File: src/sv/deq_pkg.sv
// shared types, constants and codes for the double-ended queue
`default_nettype none
package deq_pkg;

   localparam int DEPTH   = 1024;
   localparam int ADDR_W  = $clog2(DEPTH);
   localparam int COUNT_W = $clog2(DEPTH + 1);
   localparam int DATA_W  = 32;

   localparam logic [ADDR_W-1:0]  LAST_SLOT = ADDR_W'(DEPTH - 1);
   localparam logic [COUNT_W-1:0] FULL_COUNT = COUNT_W'(DEPTH);

   typedef enum logic [2:0] {
      OP_PUSH_FRONT = 3'd0,
      OP_PUSH_BACK  = 3'd1,
      OP_POP_FRONT  = 3'd2,
      OP_POP_BACK   = 3'd3,
      OP_PEEK_FRONT = 3'd4,
      OP_PEEK_BACK  = 3'd5,
      OP_SIZE       = 3'd6,
      OP_CLEAR      = 3'd7
   } opcode_type;

   typedef enum logic [1:0] {
      ST_OK    = 2'd0,
      ST_VALUE = 2'd1,
      ST_EMPTY = 2'd2,
      ST_FULL  = 2'd3
   } status_type;

   typedef struct packed {
      opcode_type               opcode;
      logic signed [DATA_W-1:0] operand_value;
   } req_type;

   typedef struct packed {
      status_type               status;
      logic signed [DATA_W-1:0] result_value;
      logic [COUNT_W-1:0]       fill_level;
   } rsp_type;

   typedef struct packed {
      logic              wr_en;
      logic              rd_en;
      logic [ADDR_W-1:0] addr;
      logic [DATA_W-1:0] wr_data;
   } ram_cmd_type;

endpackage
`default_nettype wire

File: src/sv/deq_ctrl.sv
// pointer and count control, ram command generation and result register
`default_nettype none
module deq_ctrl (
   input  wire logic                       clock,
   input  wire logic                       reset,
   input  wire logic                       accept,
   input  wire deq_pkg::req_type           req,
   input  wire logic [deq_pkg::DATA_W-1:0] rd_data,
   output deq_pkg::ram_cmd_type            cmd,
   output logic                            rsp_valid,
   output deq_pkg::rsp_type                rsp
);
   import deq_pkg::*;

   logic [ADDR_W-1:0]  front_ff, front_in;
   logic [COUNT_W-1:0] count_ff, count_in;
   logic               valid_ff, valid_in;
   logic               use_rd_ff, use_rd_in;
   status_type         status_ff, status_in;

   logic               is_empty, is_full;
   logic [ADDR_W:0]    back_sum;
   logic [ADDR_W-1:0]  tail_slot, last_slot, front_dec, front_inc;

   // slot just past the back, and slot of the back entry
   always_comb begin
      back_sum  = {1'b0, front_ff} + (ADDR_W+1)'(count_ff);
      tail_slot = (back_sum >= (ADDR_W+1)'(DEPTH)) ?
                  ADDR_W'(back_sum - (ADDR_W+1)'(DEPTH)) : back_sum[ADDR_W-1:0];
      last_slot = (tail_slot == '0) ? LAST_SLOT : tail_slot - 1'b1;
      front_dec = (front_ff == '0) ? LAST_SLOT : front_ff - 1'b1;
      front_inc = (front_ff == LAST_SLOT) ? '0 : front_ff + 1'b1;
   end

   assign is_empty = (count_ff == '0);
   assign is_full  = (count_ff == FULL_COUNT);

   always_comb begin
      front_in  = front_ff;
      count_in  = count_ff;
      valid_in  = accept;
      use_rd_in = 1'b0;
      status_in = ST_OK;
      cmd       = '0;
      cmd.wr_data = req.operand_value;
      if (accept) begin
         case (req.opcode)
            OP_PUSH_FRONT, OP_PUSH_BACK: begin
               if (is_full) begin
                  status_in = ST_FULL;
               end else begin
                  cmd.wr_en = 1'b1;
                  count_in  = count_ff + 1'b1;
                  if (req.opcode == OP_PUSH_FRONT) begin
                     cmd.addr = front_dec;
                     front_in = front_dec;
                  end else begin
                     cmd.addr = tail_slot;
                  end
               end
            end
            OP_POP_FRONT, OP_PEEK_FRONT, OP_POP_BACK, OP_PEEK_BACK: begin
               if (is_empty) begin
                  status_in = ST_EMPTY;
               end else begin
                  status_in = ST_VALUE;
                  use_rd_in = 1'b1;
                  cmd.rd_en = 1'b1;
                  if (req.opcode == OP_POP_FRONT || req.opcode == OP_PEEK_FRONT) begin
                     cmd.addr = front_ff;
                  end else begin
                     cmd.addr = last_slot;
                  end
                  if (req.opcode == OP_POP_FRONT) begin
                     front_in = front_inc;
                     count_in = count_ff - 1'b1;
                  end
                  if (req.opcode == OP_POP_BACK) begin
                     count_in = count_ff - 1'b1;
                  end
               end
            end
            OP_CLEAR: begin
               front_in = '0;
               count_in = '0;
            end
            default: begin
               // size query only reports the count
            end
         endcase
      end
   end

   always_ff @(posedge clock) begin
      if (reset) begin
         front_ff <= '0;
         count_ff <= '0;
         valid_ff <= 1'b0;
      end else begin
         front_ff <= front_in;
         count_ff <= count_in;
         valid_ff <= valid_in;
      end
      use_rd_ff <= use_rd_in;
      status_ff <= status_in;
   end

   // read data lands together with the result strobe
   assign rsp_valid         = valid_ff;
   assign rsp.status        = status_ff;
   assign rsp.result_value  = use_rd_ff ? signed'(rd_data) : '0;
   assign rsp.fill_level    = count_ff;

   a_count_bound: assert property (@(posedge clock) disable iff (reset)
      count_ff <= FULL_COUNT)
      else $error("fill count beyond depth");

   a_rsp_follows: assert property (@(posedge clock) disable iff (reset)
      accept |=> rsp_valid)
      else $error("transaction without result");

   a_empty_level: assert property (@(posedge clock) disable iff (reset)
      (rsp_valid && rsp.status == ST_EMPTY) |-> rsp.fill_level == '0)
      else $error("empty error with nonzero fill level");

   a_full_level: assert property (@(posedge clock) disable iff (reset)
      (rsp_valid && rsp.status == ST_FULL) |-> rsp.fill_level == FULL_COUNT)
      else $error("full error with queue not full");

   a_count_step: assert property (@(posedge clock) disable iff (reset)
      !accept |=> count_ff == $past(count_ff))
      else $error("fill count moved without a transaction");

endmodule
`default_nettype wire

File: config.mk
export PLATFORM = sky130hd
export DESIGN_NAME = deq_ctrl
export DESIGN_NICKNAME = d
export VERILOG_FILES = /design/src/sv/deq_pkg.sv /design/src/sv/deq_ctrl.sv
export SDC_FILE = /design/constraint.sdc
export NUM_CORES = 1
export LEC_CHECK = 0
export ABC_AREA = 1
export ABC_CLOCK_PERIOD_IN_PS = 2750
export BUFFER_PORTS_ARGS = -buffer_cell sky130_fd_sc_hd__buf_2
export CAP_MARGIN = 10
export CORE_UTILIZATION = 30
export CTS_CLUSTER_SIZE = 24
export DETAILED_ROUTE_END_ITERATION = 6
export HOLD_SLACK_MARGIN = 0.02
export PLACE_DENSITY = 0.59
export SLEW_MARGIN = 5
export SYNTH_ARGS = -nofsm -noshare
export SYNTH_HDL_FRONTEND = slang
export SYNTH_SLANG_ARGS = --single-unit
File: constraint.sdc
create_clock -name clock -period 2.75 [get_ports clock]
set_input_delay 0.1375 -clock clock [delete_from_list [all_inputs] [get_ports clock]]
set_output_delay 0.1375 -clock clock [all_outputs]
set_load 0.05 [all_outputs]
==> impl_results.html <==
<table>
<tr><th>Metric</th><th>Value</th></tr>
<tr><th colspan="2">Synthesis</th></tr>
<tr><td>XOR/XNOR Fraction of Synth Area</td><td>4.28%</td></tr>
<tr><td>Syn Std Cell Area</td><td>0.00348 sq mm</td></tr>
<tr><td>Adder and majority cell fraction of the synthesized area</td><td>9.77%</td></tr>
<tr><td>Area share of the leading cell type in the synthesized netlist</td><td>16.0%</td></tr>
<tr><td>#FFs+latches synth</td><td>25</td></tr>
<tr><td>Number of instances in the synthesized netlist</td><td>593</td></tr>
<tr><td>Sequential fraction of the synthesis area</td><td>14.4%</td></tr>
<tr><td>Synth Area in Compound Gates</td><td>18.0%</td></tr>
<tr><td>Synthesized-area fraction occupied by and/or/nand/nor cells</td><td>34.6%</td></tr>
<tr><td>Yosys warning total</td><td>0</td></tr>
<tr><td>Synth area leaders</td><td>sky130_fd_sc_hd__nand2_1 16%, sky130_fd_sc_hd__dfxtp_1 14%, sky130_fd_sc_hd__inv_1 9.3%</td></tr>
<tr><td>Synth unique cells</td><td>37</td></tr>
<tr><td>Syn_nets</td><td>689</td></tr>
<tr><td>Largest family of logic cells by synthesized area</td><td>simple AND/OR/NAND/NOR gates</td></tr>
<tr><td>Mux contribution to synthesized area</td><td>0%</td></tr>
<tr><td>Synthesized area per cell</td><td>5.87 sq um</td></tr>
<tr><td>Leading area contributor after synthesis</td><td>sky130_fd_sc_hd__nand2_1</td></tr>
<tr><th colspan="2">Clocking</th></tr>
<tr><td>Clock-pin slew of the registers on the worst-case setup and hold paths</td><td>70 ps</td></tr>
<tr><td>Skew-Pair Late Insertion Delay</td><td>260 ps</td></tr>
<tr><td>Num CTS Buffers</td><td>3</td></tr>
<tr><td>Number of levels the H-tree was split into</td><td>1</td></tr>
<tr><td>Clock Tree Buf Depth</td><td>2</td></tr>
<tr><td>Clock tree from TritonCTS</td><td>yes</td></tr>
<tr><td>CTS Root Buffer Type</td><td>sky130_fd_sc_hd__clkbuf_16</td></tr>
<tr><td>Clk sinks</td><td>25</td></tr>
<tr><th colspan="2">Detailed routing</th></tr>
<tr><td>Via count</td><td>3971</td></tr>
<tr><td>Wire length on met2</td><td>4.92 mm</td></tr>
<tr><td>Routed WL per cell</td><td>13.4 um</td></tr>
<tr><td>Detailed-route DRC error count</td><td>0</td></tr>
<tr><td>Wirelength, routed</td><td>11.0 mm</td></tr>
<tr><td>Detailed route wirelength on metal3</td><td>624 um</td></tr>
<tr><td>Top layer used by detailed routing</td><td>met4</td></tr>
<tr><td>Number of DRC violations after detailed-routing iteration 0</td><td>265</td></tr>
<tr><td>Routed via count divided by cell count</td><td>4.84</td></tr>
<tr><td>Met1 wire length</td><td>5.22 mm</td></tr>
<tr><td>Number of nets with antenna violations after routing</td><td>0</td></tr>
<tr><td>Iteration count of the initial detailed-routing pass</td><td>5</td></tr>
<tr><th colspan="2">Critical path</th></tr>
<tr><td>Crit path launch type</td><td>register</td></tr>
<tr><td>Crit Path Category</td><td>reg2out</td></tr>
<tr><td>CP endpoint kind</td><td>output pin</td></tr>
<tr><td>Required time at the endpoint of the critical path</td><td>2610 ps</td></tr>
<tr><td>Crit Path Max Fanout</td><td>5</td></tr>
<tr><td>Data arrival time of the critical path</td><td>2640 ps</td></tr>
<tr><th colspan="2">Cells and area</th></tr>
<tr><td>FF+latch area</td><td>510 sq um</td></tr>
<tr><td>Antenna diodes</td><td>0</td></tr>
<tr><td>Area Growth Syn to Fin</td><td>26.3%</td></tr>
<tr><td>Number of fillers in the final layout</td><td>1151</td></tr>
<tr><td>Post-route non-filler standard cell count</td><td>821</td></tr>
<tr><td>Share of post-route cells with drive strength above 1</td><td>30.2%</td></tr>
<tr><td>Area occupied by multi-input gates</td><td>0.00248 sq mm</td></tr>
<tr><td>Net total in the final layout</td><td>778</td></tr>
<tr><th colspan="2">Global routing</th></tr>
<tr><td>Global-route wire length before repair</td><td>17.2 mm</td></tr>
<tr><td>Largest net degree at the start of global routing</td><td>33</td></tr>
<tr><td>Via count of the first global-routing pass</td><td>3493</td></tr>
<tr><td>Residual overflow from global routing</td><td>0</td></tr>
<tr><td>Number of antenna violations at the first check in global routing</td><td>0</td></tr>
<tr><td>GRT Resource Usage Total</td><td>18.0%</td></tr>
<tr><th colspan="2">Timing</th></tr>
<tr><td>RSZ-0062 raised after global routing</td><td>true</td></tr>
<tr><td>Final Critical Period</td><td>2780 ps</td></tr>
<tr><td>Final critical-path share of the clock period</td><td>101%</td></tr>
<tr><td>Setup total negative slack</td><td>-70.2 ps</td></tr>
<tr><td>Worst hold slack</td><td>209 ps</td></tr>
<tr><td>Final WS setup</td><td>-28.9 ps</td></tr>
<tr><td>Setup violators final</td><td>4</td></tr>
<tr><td>Final hold violations</td><td>0</td></tr>
<tr><td>Maximum clock frequency</td><td>0.360 GHz</td></tr>
<tr><td>Transition time of the tightest slew-check pin</td><td>928 ps</td></tr>
<tr><td>Worst Clk Skew</td><td>2.35 ps</td></tr>
<tr><td>Number of pins with negative max-slew slack in the final report</td><td>0</td></tr>
<tr><td>Slew Limit Headroom</td><td>38.0%</td></tr>
<tr><th colspan="2">Die</th></tr>
<tr><td>Starting Density</td><td>31.4%</td></tr>
<tr><td>Standard-cell rows</td><td>38</td></tr>
<tr><td>Area inside the core boundary</td><td>0.0111 sq mm</td></tr>
<tr><td>Area enclosed by the die boundary</td><td>0.0120 sq mm</td></tr>
<tr><td>Horizontal die dimension</td><td>110 um</td></tr>
<tr><td>DIE HEIGHT</td><td>110 um</td></tr>
<tr><td>Boundary Pins</td><td>160</td></tr>
<tr><th colspan="2">Worst hold path</th></tr>
<tr><td>Worst min path class</td><td>in2reg</td></tr>
<tr><th colspan="2">Run status</th></tr>
<tr><td>Run status</td><td>finished, violations left</td></tr>
<tr><td>Failing checks</td><td>setup timing</td></tr>
<tr><th colspan="2">Pwr</th></tr>
<tr><td>Static leakage</td><td>2.45 nW</td></tr>
<tr><td>Power density over cell area</td><td>642 mW/mm^2</td></tr>
<tr><td>Maximum ir drop on the vdd rail</td><td>0.309 mV</td></tr>
<tr><th colspan="2">Place</th></tr>
<tr><td>GPL Wtd Cong</td><td>0.958</td></tr>
<tr><td>IO buf count</td><td>95</td></tr>
<tr><td>HPWL reported at the end of detailed placement</td><td>9.04 mm</td></tr>
<tr><td>Placed Cells incl. Taps</td><td>809</td></tr>
<tr><td>Worst-case setup slack after placement</td><td>-26.7 ps</td></tr>
<tr><th colspan="2">Flow run</th></tr>
<tr><td>Number of max-cap violations</td><td>0</td></tr>
</table>
final timing paths:
path	start	endpoint	slack, ps	depth (start not counted)
hold / removal	accept	rsp_valid	210	3
setup reg to reg	front_ff[0]	front_ff[7]	630	13
hold reg to reg	count_ff[4]	count_ff[4]	510	2
setup / recovery	front_ff[0]	cmd[33]	-30	17
flip-flops by register name, summed over array words and instances, names as in the netlist:
register   count
count_ff      11
front_ff      10
status_ff      2
rsp_valid      1
use_rd_ff      1
cell usage after synthesis:
cell type / number
sky130_fd_sc_hd__xnor2_1: 4
sky130_fd_sc_hd__o31ai_1: 2
sky130_fd_sc_hd__dfxtp_1: 25
sky130_fd_sc_hd__nand3_1: 34
sky130_fd_sc_hd__or2_2: 5
sky130_fd_sc_hd__or2_1: 2
sky130_fd_sc_hd__inv_1: 86
sky130_fd_sc_hd__a211oi_1: 4
sky130_fd_sc_hd__nand2_4: 3
sky130_fd_sc_hd__o22ai_1: 2
sky130_fd_sc_hd__nand2_1: 148
sky130_fd_sc_hd__o211ai_1: 7
sky130_fd_sc_hd__buf_2: 3
sky130_fd_sc_hd__a21oi_1: 55
sky130_fd_sc_hd__clkbuf_1: 9
sky130_fd_sc_hd__clkinv_1: 1
sky130_fd_sc_hd__a21o_1: 1
sky130_fd_sc_hd__nand2_2: 10
sky130_fd_sc_hd__nor2_2: 4
sky130_fd_sc_hd__fa_1: 2
sky130_fd_sc_hd__buf_4: 33
sky130_fd_sc_hd__xor2_1: 13
sky130_fd_sc_hd__nand3b_1: 1
sky130_fd_sc_hd__nor2_1: 47
sky130_fd_sc_hd__o21ai_1: 5
sky130_fd_sc_hd__inv_2: 8
sky130_fd_sc_hd__nor3_2: 1
sky130_fd_sc_hd__nand4_1: 10
sky130_fd_sc_hd__a21oi_2: 5
sky130_fd_sc_hd__a31oi_1: 2
sky130_fd_sc_hd__o21bai_1: 3
sky130_fd_sc_hd__nand3_2: 1
sky130_fd_sc_hd__inv_4: 1
sky130_fd_sc_hd__o21ai_0: 26
sky130_fd_sc_hd__nor2_4: 3
sky130_fd_sc_hd__nor3_1: 3
sky130_fd_sc_hd__ha_1: 24
where the power goes:
group | total [mW] | switching, mW | internal, mW
Sequential | 0.487 | 0.0767 | 0.410
Combinational | 2.00 | 1.32 | 0.688
Clock | 0.333 | 0.134 | 0.198
cell type report:
cell class                      instances  area share, %
Timing Repair Buffer                  129           18.0
Sequential cell                        25           11.6
Tap cell                              140           3.98
Clock buffer                            4           1.79
Multi-Input combinational cell        427           56.3
Inverter                               96           8.30
through the flow:
stage,power [mW],instance area (sq um),util [%]
final,2.82,4400,39.7
after global routing,3.04,4400,39.7
after CTS,2.73,4320,39.0
after detailed placement,2.28,4120,37.2
after global placement,2.27,4120,37.2
after floorplan,1.91,3570,-
critical path: stages, from the launching register on:
cell and delay (ps):
sky130_fd_sc_hd__dfxtp_2 360, sky130_fd_sc_hd__ha_4 140, sky130_fd_sc_hd__inv_2 30, sky130_fd_sc_hd__fa_1 500, sky130_fd_sc_hd__ha_2 190, sky130_fd_sc_hd__inv_2 40
sky130_fd_sc_hd__nor2_4 90, sky130_fd_sc_hd__nand2_2 70, sky130_fd_sc_hd__nor2_2 90, sky130_fd_sc_hd__nand2_2 80, sky130_fd_sc_hd__nor2_4 120, sky130_fd_sc_hd__nand2_2 70
sky130_fd_sc_hd__nand2_4 100, sky130_fd_sc_hd__inv_4 40, sky130_fd_sc_hd__nand2_2 50, sky130_fd_sc_hd__nand2_2 60, sky130_fd_sc_hd__a21oi_4 170, sky130_fd_sc_hd__buf_6 180
placed cells by master (no fill, tap or decap), drive strengths merged:
| cell type | netlist | layout |
|---|---|---|
| ha | 24 | 24 |
| o31ai | 2 | 2 |
| nor2 | 54 | 54 |
| nand4 | 10 | 10 |
| o21ai | 31 | 31 |
| xor2 | 13 | 13 |
| xnor2 | 4 | 4 |
| nand2 | 161 | 161 |
| o22ai | 2 | 2 |
| o21bai | 3 | 3 |
| buf | 36 | 129 |
| clkinv | 1 | 1 |
| a21o | 1 | 1 |
| o211ai | 7 | 7 |
| inv | 95 | 95 |
| dfxtp | 25 | 25 |
| or2 | 7 | 7 |
| clkbuf | 9 | 4 |
| fa | 2 | 2 |
| nor3 | 4 | 4 |
| a211oi | 4 | 4 |
| a31oi | 2 | 2 |
| nand3b | 1 | 1 |
| a21oi | 60 | 60 |
| nand3 | 35 | 35 |
logic make-up (layout without fill, tap and decap cells):
kind of cell               count (synthesis)  count (layout)
DFF                                       25              25
adders and majority gates                 26              26
and+or+nand+nor                          272             272
buffers and inverters                    141             229
xor gates and xnor gates                  17              17
AOI/OAI and AO/OA                        112             112
layer usage:
metal / vias up / track usage [%]
met5: - / 0
met4: 0 / 5.62
li1: 2046 / -
met2: 110 / 27.3
met3: 20 / 1.42
met1: 1795 / 26.7
timing repair:
action                                  CTS  global route
gates resized for setup                  31            21
pin swaps                                11            13
buffers inserted                          5             3
endpoints found under the setup margin    8            10
hold buffers                              0             0
Note: power is estimated with default switching activity, not from simulation.
